[src/hw/rtl/sdpm_pkg.sv]
// Shared types and constants for the stereo delay peak meter.
package sdpm_pkg;

    localparam int MAX_DELAY_SAMPLES = 4096;
    localparam int MAX_CHANNELS      = 8;
    localparam int DLY_AW            = $clog2(MAX_DELAY_SAMPLES);
    localparam int CH_POS_W          = $clog2(MAX_CHANNELS);
    localparam int CH_CNT_W          = 4;
    localparam int CFG_IDX_W         = 2;
    localparam int CFG_DATA_W        = 16;

    localparam logic [15:0] HALF_RANGE = 16'h8000;

    typedef enum logic [2:0] {
        FMT_S8  = 3'd0,
        FMT_S16 = 3'd1,
        FMT_S32 = 3'd2,
        FMT_U8  = 3'd3,
        FMT_U16 = 3'd4,
        FMT_U32 = 3'd5
    } t_fmt;

    typedef enum logic [CFG_IDX_W-1:0] {
        CFG_FORMAT   = 2'd0,
        CFG_CHANNELS = 2'd1,
        CFG_DELAY    = 2'd2,
        CFG_PERIOD   = 2'd3
    } t_cfg_idx;

    typedef enum logic [1:0] {
        CH_LEFT  = 2'd0,
        CH_RIGHT = 2'd1,
        CH_OTHER = 2'd2
    } t_chan;

    typedef struct packed {
        logic step;
        logic clear;
    } t_dly_ctl;

endpackage

[src/hw/rtl/sdpm_scale.sv]
// Sample scaling to the 16-bit range and magnitude extraction.
module sdpm_scale
    import sdpm_pkg::*;
(
    input  logic [31:0] i_raw,
    input  t_fmt        i_format,
    output logic [15:0] o_mag
);

    logic [31:0] w_wide;
    logic [15:0] w_hi;
    logic [15:0] w_lo;
    logic [15:0] w_quot;
    logic [7:0]  w_byte;
    logic [15:0] w_ofs;

    // x / 65537 == hi - (lo < hi) for any 32-bit x
    assign w_wide = (i_format == FMT_S32) ? (i_raw ^ 32'h8000_0000) : i_raw;
    assign w_hi   = w_wide[31:16];
    assign w_lo   = w_wide[15:0];
    assign w_quot = w_hi - {15'd0, (w_lo < w_hi)};
    assign w_byte = i_raw[7:0];

    // Offset-binary value: signed result is w_ofs - 32768
    always_comb begin
        case (i_format)
            FMT_S8:  w_ofs = {w_byte ^ 8'h80, w_byte ^ 8'h80};
            FMT_S32: w_ofs = w_quot;
            FMT_U8:  w_ofs = {w_byte, w_byte};
            FMT_U16: w_ofs = i_raw[15:0];
            FMT_U32: w_ofs = w_quot;
            default: w_ofs = i_raw[15:0] ^ HALF_RANGE;
        endcase
    end

    assign o_mag = w_ofs[15] ? {1'b0, w_ofs[14:0]} : (HALF_RANGE - w_ofs);

endmodule

[config.mk]
export PLATFORM = sky130hd
export DESIGN_NAME = sdpm_scale
export DESIGN_NICKNAME = d
export VERILOG_FILES = /design/src/hw/rtl/sdpm_pkg.sv /design/src/hw/rtl/sdpm_scale.sv
export SDC_FILE = /design/constraint.sdc
export NUM_CORES = 1
export LEC_CHECK = 0
export ABC_AREA = 0
export ABC_CLOCK_PERIOD_IN_PS = 4600
export BUFFER_PORTS_ARGS = -buffer_cell sky130_fd_sc_hd__buf_2
export CORE_AREA = 10 10 63 65
export DETAILED_ROUTE_END_ITERATION = 8
export DIE_AREA = 0 0 73 75
export PLACE_DENSITY = 0.84
export REMOVE_ABC_BUFFERS = 1
export SLEW_MARGIN = 30
export SYNTH_ARGS = -nofsm -noshare
export SYNTH_HDL_FRONTEND = slang
export SYNTH_SLANG_ARGS = --single-unit
export TNS_END_PERCENT = 1
[constraint.sdc]
create_clock -name vclk -period 4.6
set_input_delay 0.23 -clock vclk [all_inputs]
set_output_delay 0.23 -clock vclk [all_outputs]
set_load 0.02 [all_outputs]
After elaboration in Yosys (flattened, before gate mapping)
Cells that the tools add are included.

word-level totals
  register bits = 0
  bits of input ports = 35
  output and inout port bits = 16
  logic and storage cells = 15

cells by class
  add/sub/neg operators = 2
  order comparisons = 1
  eq/ne operators = 4
  multiplexer cells = 3
  bitwise operators = 3
  reductions and logical operators = 2

operators with widths
  operator                  number
  $pmux W16 S4              1
  $mux W32                  1
  $lt A16 B16 Y1            1
  $mux W16                  1
  $sub A16 B1 Y16           1
  $sub A16 B16 Y16 const A  1
  $eq A3 B2 Y1 const B      2
  $eq A3 B3 Y1 const B      2
  $logic_not A3 Y1          1
  $not A1 Y1                3
  $reduce_or A2 Y1          1

Logic depth before layout (Yosys ltp)
Gate-level depths: netlist of run 1.

  word-level depth = 7
  mapped depth = 20
  gate-level depth less buffers = 20

Worst setup path before layout of run 1
OpenSTA, ideal clock, no wires.

  kind = input to output
  from = input i_format[2]
  to = output o_mag[14]
  arrival time = 4085 ps
  required time = 4370 ps
  path slack = 285 ps
  cell stages on the path = 18
  path buffers = 2
  cell sequence = buf_2 > nor3b_1 > xnor2_1 > ha_1 > a21oi_1 > o21ai_0 > a21oi_1 > ha_1 > ha_1 > or3b_1 > buf_6 > nor4_4 > xnor2_1 > a222oi_1 > nand4_1 > nor3_2 > a21oi_1 > xnor2_1

between the ends
  longest elaborated chain between the ends = 7
  elaborated cells on any way between the ends = 12
  those cells by class = 2 x add/sub; 1 x order compare; 4 x eq/ne; 3 x mux; 2 x reduce/logical

RTL lines
  what                line                                RTL
  start: declaration  sdpm_scale.sv:6                     input t_fmt i_format,
  $eq A3 B2 Y1        sdpm_scale.sv:18, sdpm_scale.sv:26
  $mux W32            sdpm_scale.sv:18                    assign w_wide = (i_format == FMT_S32) ? (i_raw ^ 32'h8000_0000) : i_raw;
  $lt A16 B16 Y1      sdpm_scale.sv:21                    assign w_quot = w_hi - {15'd0, (w_lo < w_hi)};
  $sub A16 B1 Y16     sdpm_scale.sv:21
  $pmux W16 S4 *      sdpm_scale.sv:26                    case (i_format)
  $sub A16 B16 Y16    sdpm_scale.sv:36                    assign o_mag = w_ofs[15] ? {1'b0, w_ofs[14:0]} : (HALF_RANGE - w_ofs);
  $mux W16 *          sdpm_scale.sv:36
  end: declaration    sdpm_scale.sv:7                     output logic [15:0] o_mag

Every way passes the cells marked *; elsewhere a longest branch is shown, timed or not.

Worst setup path in the final report of run 1
  from = input i_raw[1]
  to = output o_mag[14]

between the ends
  longest elaborated chain between the ends = 6

RTL lines
  what                line              RTL
  start: declaration  sdpm_scale.sv:5   input logic [31:0] i_raw,
  $mux W32            sdpm_scale.sv:18
  $lt A16 B16 Y1      sdpm_scale.sv:21
  $sub A16 B1 Y16     sdpm_scale.sv:21
  $pmux W16 S4 *      sdpm_scale.sv:26
  $sub A16 B16 Y16    sdpm_scale.sv:36
  $mux W16 *          sdpm_scale.sv:36

Marks and branches as above.

==> results of run 1 <==
kinds of logic after synthesis:
group                    share of synthesized area (%)
AND/OR/NAND/NOR                                   30.9
AO/OA/AOI/OAI                                     28.4
buffers and inverters                             7.87
XOR/XNOR                                          15.1
adder cells (fa/ha/maj)                           15.6
multiplexers                                      2.25
worst min-delay path: stages:
cell     delay, ns
buf_2         0.11
nor2_1        0.09
a21oi_1       0.07
buf_2         0.16
cell usage in the layout (no fill, tap or decap), types with 2 or more instances in the layout:
master / netlist / final
a31oi_1: 3 / 3
nand4_1: 5 / 5
buf_4: 0 / 14
mux2_2: 2 / 2
o21ai_0: 16 / 15
nor4_4: 1 / 2
a21o_1: 9 / 9
or4_1: 3 / 3
nand2b_1: 7 / 7
xor2_1: 2 / 2
buf_2: 4 / 49
and2_1: 3 / 2
xnor2_1: 23 / 23
nand2_1: 6 / 6
nor3_1: 6 / 6
ha_1: 18 / 15
and3_1: 2 / 2
a21oi_1: 24 / 21
ha_4: 0 / 2
nand3_1: 5 / 5
a222oi_1: 3 / 3
nor2_1: 21 / 21
a21oi_2: 0 / 3
a22oi_1: 2 / 2
nand3b_1: 2 / 2
or3_1: 3 / 3
inv_1: 18 / 17
stage by stage:
| stage | cells | instance area, um^2 | total power [mW] | util (%) |
|---|---|---|---|---|
| 6_report | 302 | 1900 | 0.287 | 70.0 |
| 5_1_grt | 302 | 1900 | 0.318 | 70.0 |
| 4_1_cts | 295 | 1750 | 0.267 | 64.5 |
| 3_5_place_dp | 295 | 1740 | 0.265 | 64.2 |
| 3_3_place_gp | 295 | 1740 | 0.260 | 64.2 |
| 2_1_floorplan | 207 | 1400 | 0.172 | - |
metal layers:
metal	share of wire (%)	vias up	routed length, um
met4	1.7	0	78
met5	0	-	0
met3	6.9	8	324
li1	-	909	-
met2	49	62	2290
met1	43	813	2030
layout make-up:
class / instances / area [um^2]
multi-input cells: 189 / 1430
fillers: 240 / 813
repair buffers: 64 / 362
inverters: 18 / 70.1
well taps: 31 / 38.8
worst max path at each step:
stage,from,to,slack [ns],cells past startpoint
5_1_grt,i_raw[1],o_mag[14],-0.05,20
4_1_cts,i_raw[17],o_mag[14],0.04,21
2_1_floorplan,i_raw[17],o_mag[14],0.38,19
6_report,i_raw[1],o_mag[14],0.16,20
3_3_place_gp,i_raw[17],o_mag[14],0.26,21
3_5_place_dp,i_raw[17],o_mag[14],-0.01,21
cells in the mapped netlist (2+ instances only):
master	count	area (um^2)
xnor2_1	23	201
inv_1	18	67.6
a222oi_1	3	30.0
or3_1	3	18.8
nand4_1	5	31.3
nor3b_1	2	15.0
xor2_1	2	17.5
a21o_1	9	67.6
o21ai_0	16	80.1
nand2b_1	7	43.8
a22oi_1	2	15.0
mux2_2	2	22.5
ha_1	18	225
buf_1	2	7.51
nand2_1	6	22.5
nand3b_1	2	15.0
a21oi_1	24	120
a31oi_1	3	18.8
and2_1	3	18.8
nor2_1	21	78.8
and3_1	2	12.5
nor3_1	6	30.0
or4_1	3	22.5
nand3_1	5	25.0
clkbuf_1	2	7.51
nor4_1	2	12.5
buf_2	4	20.0
timing repair:
item / CTS / global route
pin swaps: 0 / 15
setup buffers: 0 / 7
gates resized for setup: 1 / 21
setup endpoints to repair: 1 / 10
power breakdown:
group / total (mW) / switching (mW) / internal (mW) / leakage [nW]
clock: 0 / 0 / 0 / 0
combinational: 0.287 / 0.166 / 0.121 / 0.907
sequential: 0 / 0 / 0 / 0
total: 0.287 / 0.166 / 0.121 / 0.907
==> flow_summary.json, run 1 <==
{
  "outcome": "completed",
  "firstDrtPassIters": 5,
  "synth_cells": 216,
  "syn_area_mm2": 0.00145,
  "maxSlewViolCount": 0,
  "antenna_left": 0,
  "vdd_drop_max_v": 0.000126,
  "hold_viol_final": 0,
  "final_nets": 326,
  "antenna_found_initial": 0,
  "dp_slack_ns": -0.0136,
  "min_period_ns": 4.44,
  "wl_per_cell_um": 15.6,
  "diodes": 0,
  "routed_wl_mm": 4.72,
  "grt_pass1_vias": 1755,
  "hpwl_mm": 3.80,
  "crit_path_end_kind": "primary output",
  "pin_count": 51,
  "met3_usage_pct": 3.02,
  "tightest_slew_ns": 0.809,
  "path_cells": "buf_2 > ha_4 > a21o_1 > a21o_1 > a21o_1 > a21o_1 > a21oi_2 > o21ai_1 > a21oi_1 > ha_2 > ha_4 > or3b_4 > o41ai_4 > a21oi_2 > nor4_4 > nand4_1 > nor3_2 > a21oi_2 > xnor2_1 > buf_4",
  "die_y_um": 75,
  "worst_slack_ns": 0.161,
  "cp_slowest_cell": "or3b_4",
  "synth_cell_types": 48,
  "yosys_warnings": 0,
  "cp-start-kind": "input pin",
  "via_count": 1792,
  "p_leak_nw": 0.907,
  "portBuffers": 51,
  "start_util_pct": 53.4,
  "crit_family": "compound AO/OA/AOI/OAI gates",
  "areaGrowthSynthToFinish_pct": 31.0,
  "holdWs_ns": 0.898,
  "avgSynthCellArea_um2": 6.70,
  "max_stage_delay_ns": 0.44,
  "routabilityCongestion": 0.909,
  "seqCellArea_um2": 0,
  "core_area_mm2": 0.00271,
  "drc": 0,
  "slew_headroom_pct": 46.1,
  "grt_max_degree": 20,
  "ctsHoldBuffers": 0,
  "worstHoldStart": "i_raw[0]",
  "path_class": "in -> out",
  "seq_area_frac_synth_pct": 0,
  "setup_viol": 0,
  "hp-class": "in -> out",
  "design.seq.count": 0,
  "fin_crit_sh_pct": 96.5,
  "die_w_um": 73,
  "clock_buffers": 0,
  "grt_use_met1_pct": 20.8,
  "critPathBufInv": 2,
  "grt_use_met2_pct": 27.0,
  "holdPathEnd": "o_mag[0]",
  "overflow": 0,
  "busiest_layer": "met2",
  "die_area_mm2": 0.00548,
  "min_delay_path_depth": 4,
  "rows": 19,
  "grt_first_pass_wirelength_mm": 7.72,
  "critical_path_required_ns": 4.37,
  "drt_iter0_drc": 122,
  "finalSetupTns_ns": 0,
  "arrival_ns": 4.21,
  "maxCapViolations": 0,
  "cp_max_fo": 7,
  "grt_usage_pct": 16.3,
  "pwr_density_cell_mw_per_mm2": 151,
  "max_freq_mhz": 225,
  "final_layout_size_suffix_gt1_share_pct": 31.0,
  "viasPerCell": 5.93,
  "cpMostUsedCell": "a21o_1"
}
(Power assumes the default switching activity.)
==> run 2: changes to the inputs <==
--- a/config.mk
+++ b/config.mk
@@ -11,7 +11,7 @@
 export CORE_AREA = 10 10 63 65
 export DETAILED_ROUTE_END_ITERATION = 8
 export DIE_AREA = 0 0 73 75
-export PLACE_DENSITY = 0.84
+export PLACE_DENSITY = 0.89
 export REMOVE_ABC_BUFFERS = 1
 export SLEW_MARGIN = 30
 export SYNTH_ARGS = -nofsm -noshare
==> flow_summary.json, run 2 (synthesis results as in run 1) <==
{
  "die_y_um": 75,
  "via_count": 1849,
  "fin_crit_sh_pct": 95.6,
  "hp-class": "in -> out",
  "cpMostUsedCell": "a21o_1",
  "fillCellCount": 256,
  "overflow": 0,
  "drc": 0,
  "min_period_ns": 4.40,
  "grt_first_pass_wirelength_mm": 7.50,
  "routabilityCongestion": 0.895,
  "layout_common_cells": "50 x buf_2, 24 x a21oi_1, 23 x xnor2_1",
  "setup.worst_path.end": "o_mag[14]",
  "setup_viol": 0,
  "clock_buffers": 0,
  "start_util_pct": 53.4,
  "viasPerCell": 6.14,
  "wl_per_cell_um": 16.0,
  "p_leak_nw": 0.884,
  "rows": 19,
  "final_layout_size_suffix_gt1_share_pct": 27.8,
  "cp_slowest_cell": "or3b_4",
  "holdWs_ns": 0.903,
  "hold_viol_final": 0,
  "pin_count": 51,
  "critical_path_required_ns": 4.37,
  "final_common_cell": "buf_2",
  "seqCellArea_um2": 0,
  "crit_path_end_kind": "primary output",
  "path_cells": "buf_2 > inv_1 > ha_1 > a21o_1 > a21o_1 > a21o_1 > a21o_1 > a21oi_1 > o21ai_0 > a21oi_1 > ha_2 > ha_4 > or3b_4 > nor4_4 > xnor2_1 > a222oi_1 > nand4_1 > nor3_2 > a21oi_1 > xnor2_1 > buf_4",
  "drt_iter0_drc": 154,
  "pwr_density_cell_mw_per_mm2": 154,
  "portBuffers": 51,
  "tightest_slew_ns": 0.760,
  "areaGrowthSynthToFinish_pct": 26.2,
  "arrival_ns": 4.17,
  "die_w_um": 73,
  "outcome": "completed",
  "maxCapViolations": 0,
  "grt_pass1_vias": 1722,
  "max_stage_delay_ns": 0.43,
  "firstDrtPassIters": 4,
  "core_area_mm2": 0.00271,
  "antenna_left": 0,
  "ctsHoldBuffers": 0,
  "routed_wl_mm": 4.82,
  "vdd_drop_max_v": 0.000140,
  "finalSetupTns_ns": 0,
  "grt_max_degree": 20,
  "diodes": 0,
  "slew_headroom_pct": 49.4,
  "path_class": "in -> out",
  "hpwl_mm": 3.88,
  "die_area_mm2": 0.00548,
  "cp-start-kind": "input pin",
  "setup.worst_path.start": "i_raw[17]",
  "cp_max_fo": 6,
  "maxSlewViolCount": 0,
  "antenna_found_initial": 0,
  "grt_usage_pct": 15.8,
  "max_freq_mhz": 227,
  "design.seq.count": 0,
  "final_nets": 325
}
[run 2: routing by layer]
| layer | vias up | GRT usage, % | routed length [um] |
|---|---|---|---|
| met5 | - | 0 | 0 |
| met3 | 7 | 2.37 | 332 |
| met2 | 74 | 28.4 | 2330 |
| met4 | 0 | 2.11 | 71 |
| met1 | 863 | 19.7 | 2080 |
| li1 | 905 | - | - |
[run 2: what timing repair did]
item	CTS	global route
resized for setup	0	9
setup endpoints to repair	0	15
buffers inserted	0	5
[run 2: how the worst min path moves through the flow]
stage               startpoint       end  slack [ns]  cells after the start
floorplan             i_raw[0]  o_mag[0]        0.65                      2
global placement      i_raw[0]  o_mag[0]        0.90                      4
detailed placement    i_raw[0]  o_mag[0]        0.91                      4
CTS                   i_raw[0]  o_mag[0]        0.91                      4
global route          i_raw[0]  o_mag[0]        0.94                      4
finish                i_raw[0]  o_mag[0]        0.90                      4
[run 2: critical path, delay by kind of cell]
family                   cells  cell delay, ns
XOR/XNOR                     2            0.24
AO/OA/AOI/OAI                9            1.53
buffers and inverters        3            0.41
adder cells (fa/ha/maj)      3            0.66
AND/OR/NAND/NOR              4            1.10
[run 2: per-stage QoR]
step	cell area, um^2	setup WS (ns)	instances	utilization, %	total power [mW]
global route	1830	-0.0399	301	67.4	0.308
finish	1830	0.204	301	67.4	0.281
detailed placement	1750	0.0737	296	64.5	0.267
CTS	1750	0.0760	296	64.5	0.268
floorplan	1400	0.384	207	-	0.172
global placement	1750	0.287	296	64.5	0.262
[run 2: final cells by class]
| class | instances | area, um^2 | area share, % |
|---|---|---|---|
| inverter | 18 | 67.6 | 3.70 |
| multi-input combinational | 189 | 1370 | 75.1 |
| tap | 31 | 38.8 | 2.12 |
| timing repair buffer | 63 | 348 | 19.0 |
[run 2: power breakdown]
part | internal (mW) | switching, mW | total [mW]
combinational | 0.117 | 0.163 | 0.281
clock | 0 | 0 | 0
sequential | 0 | 0 | 0
total | 0.117 | 0.163 | 0.281
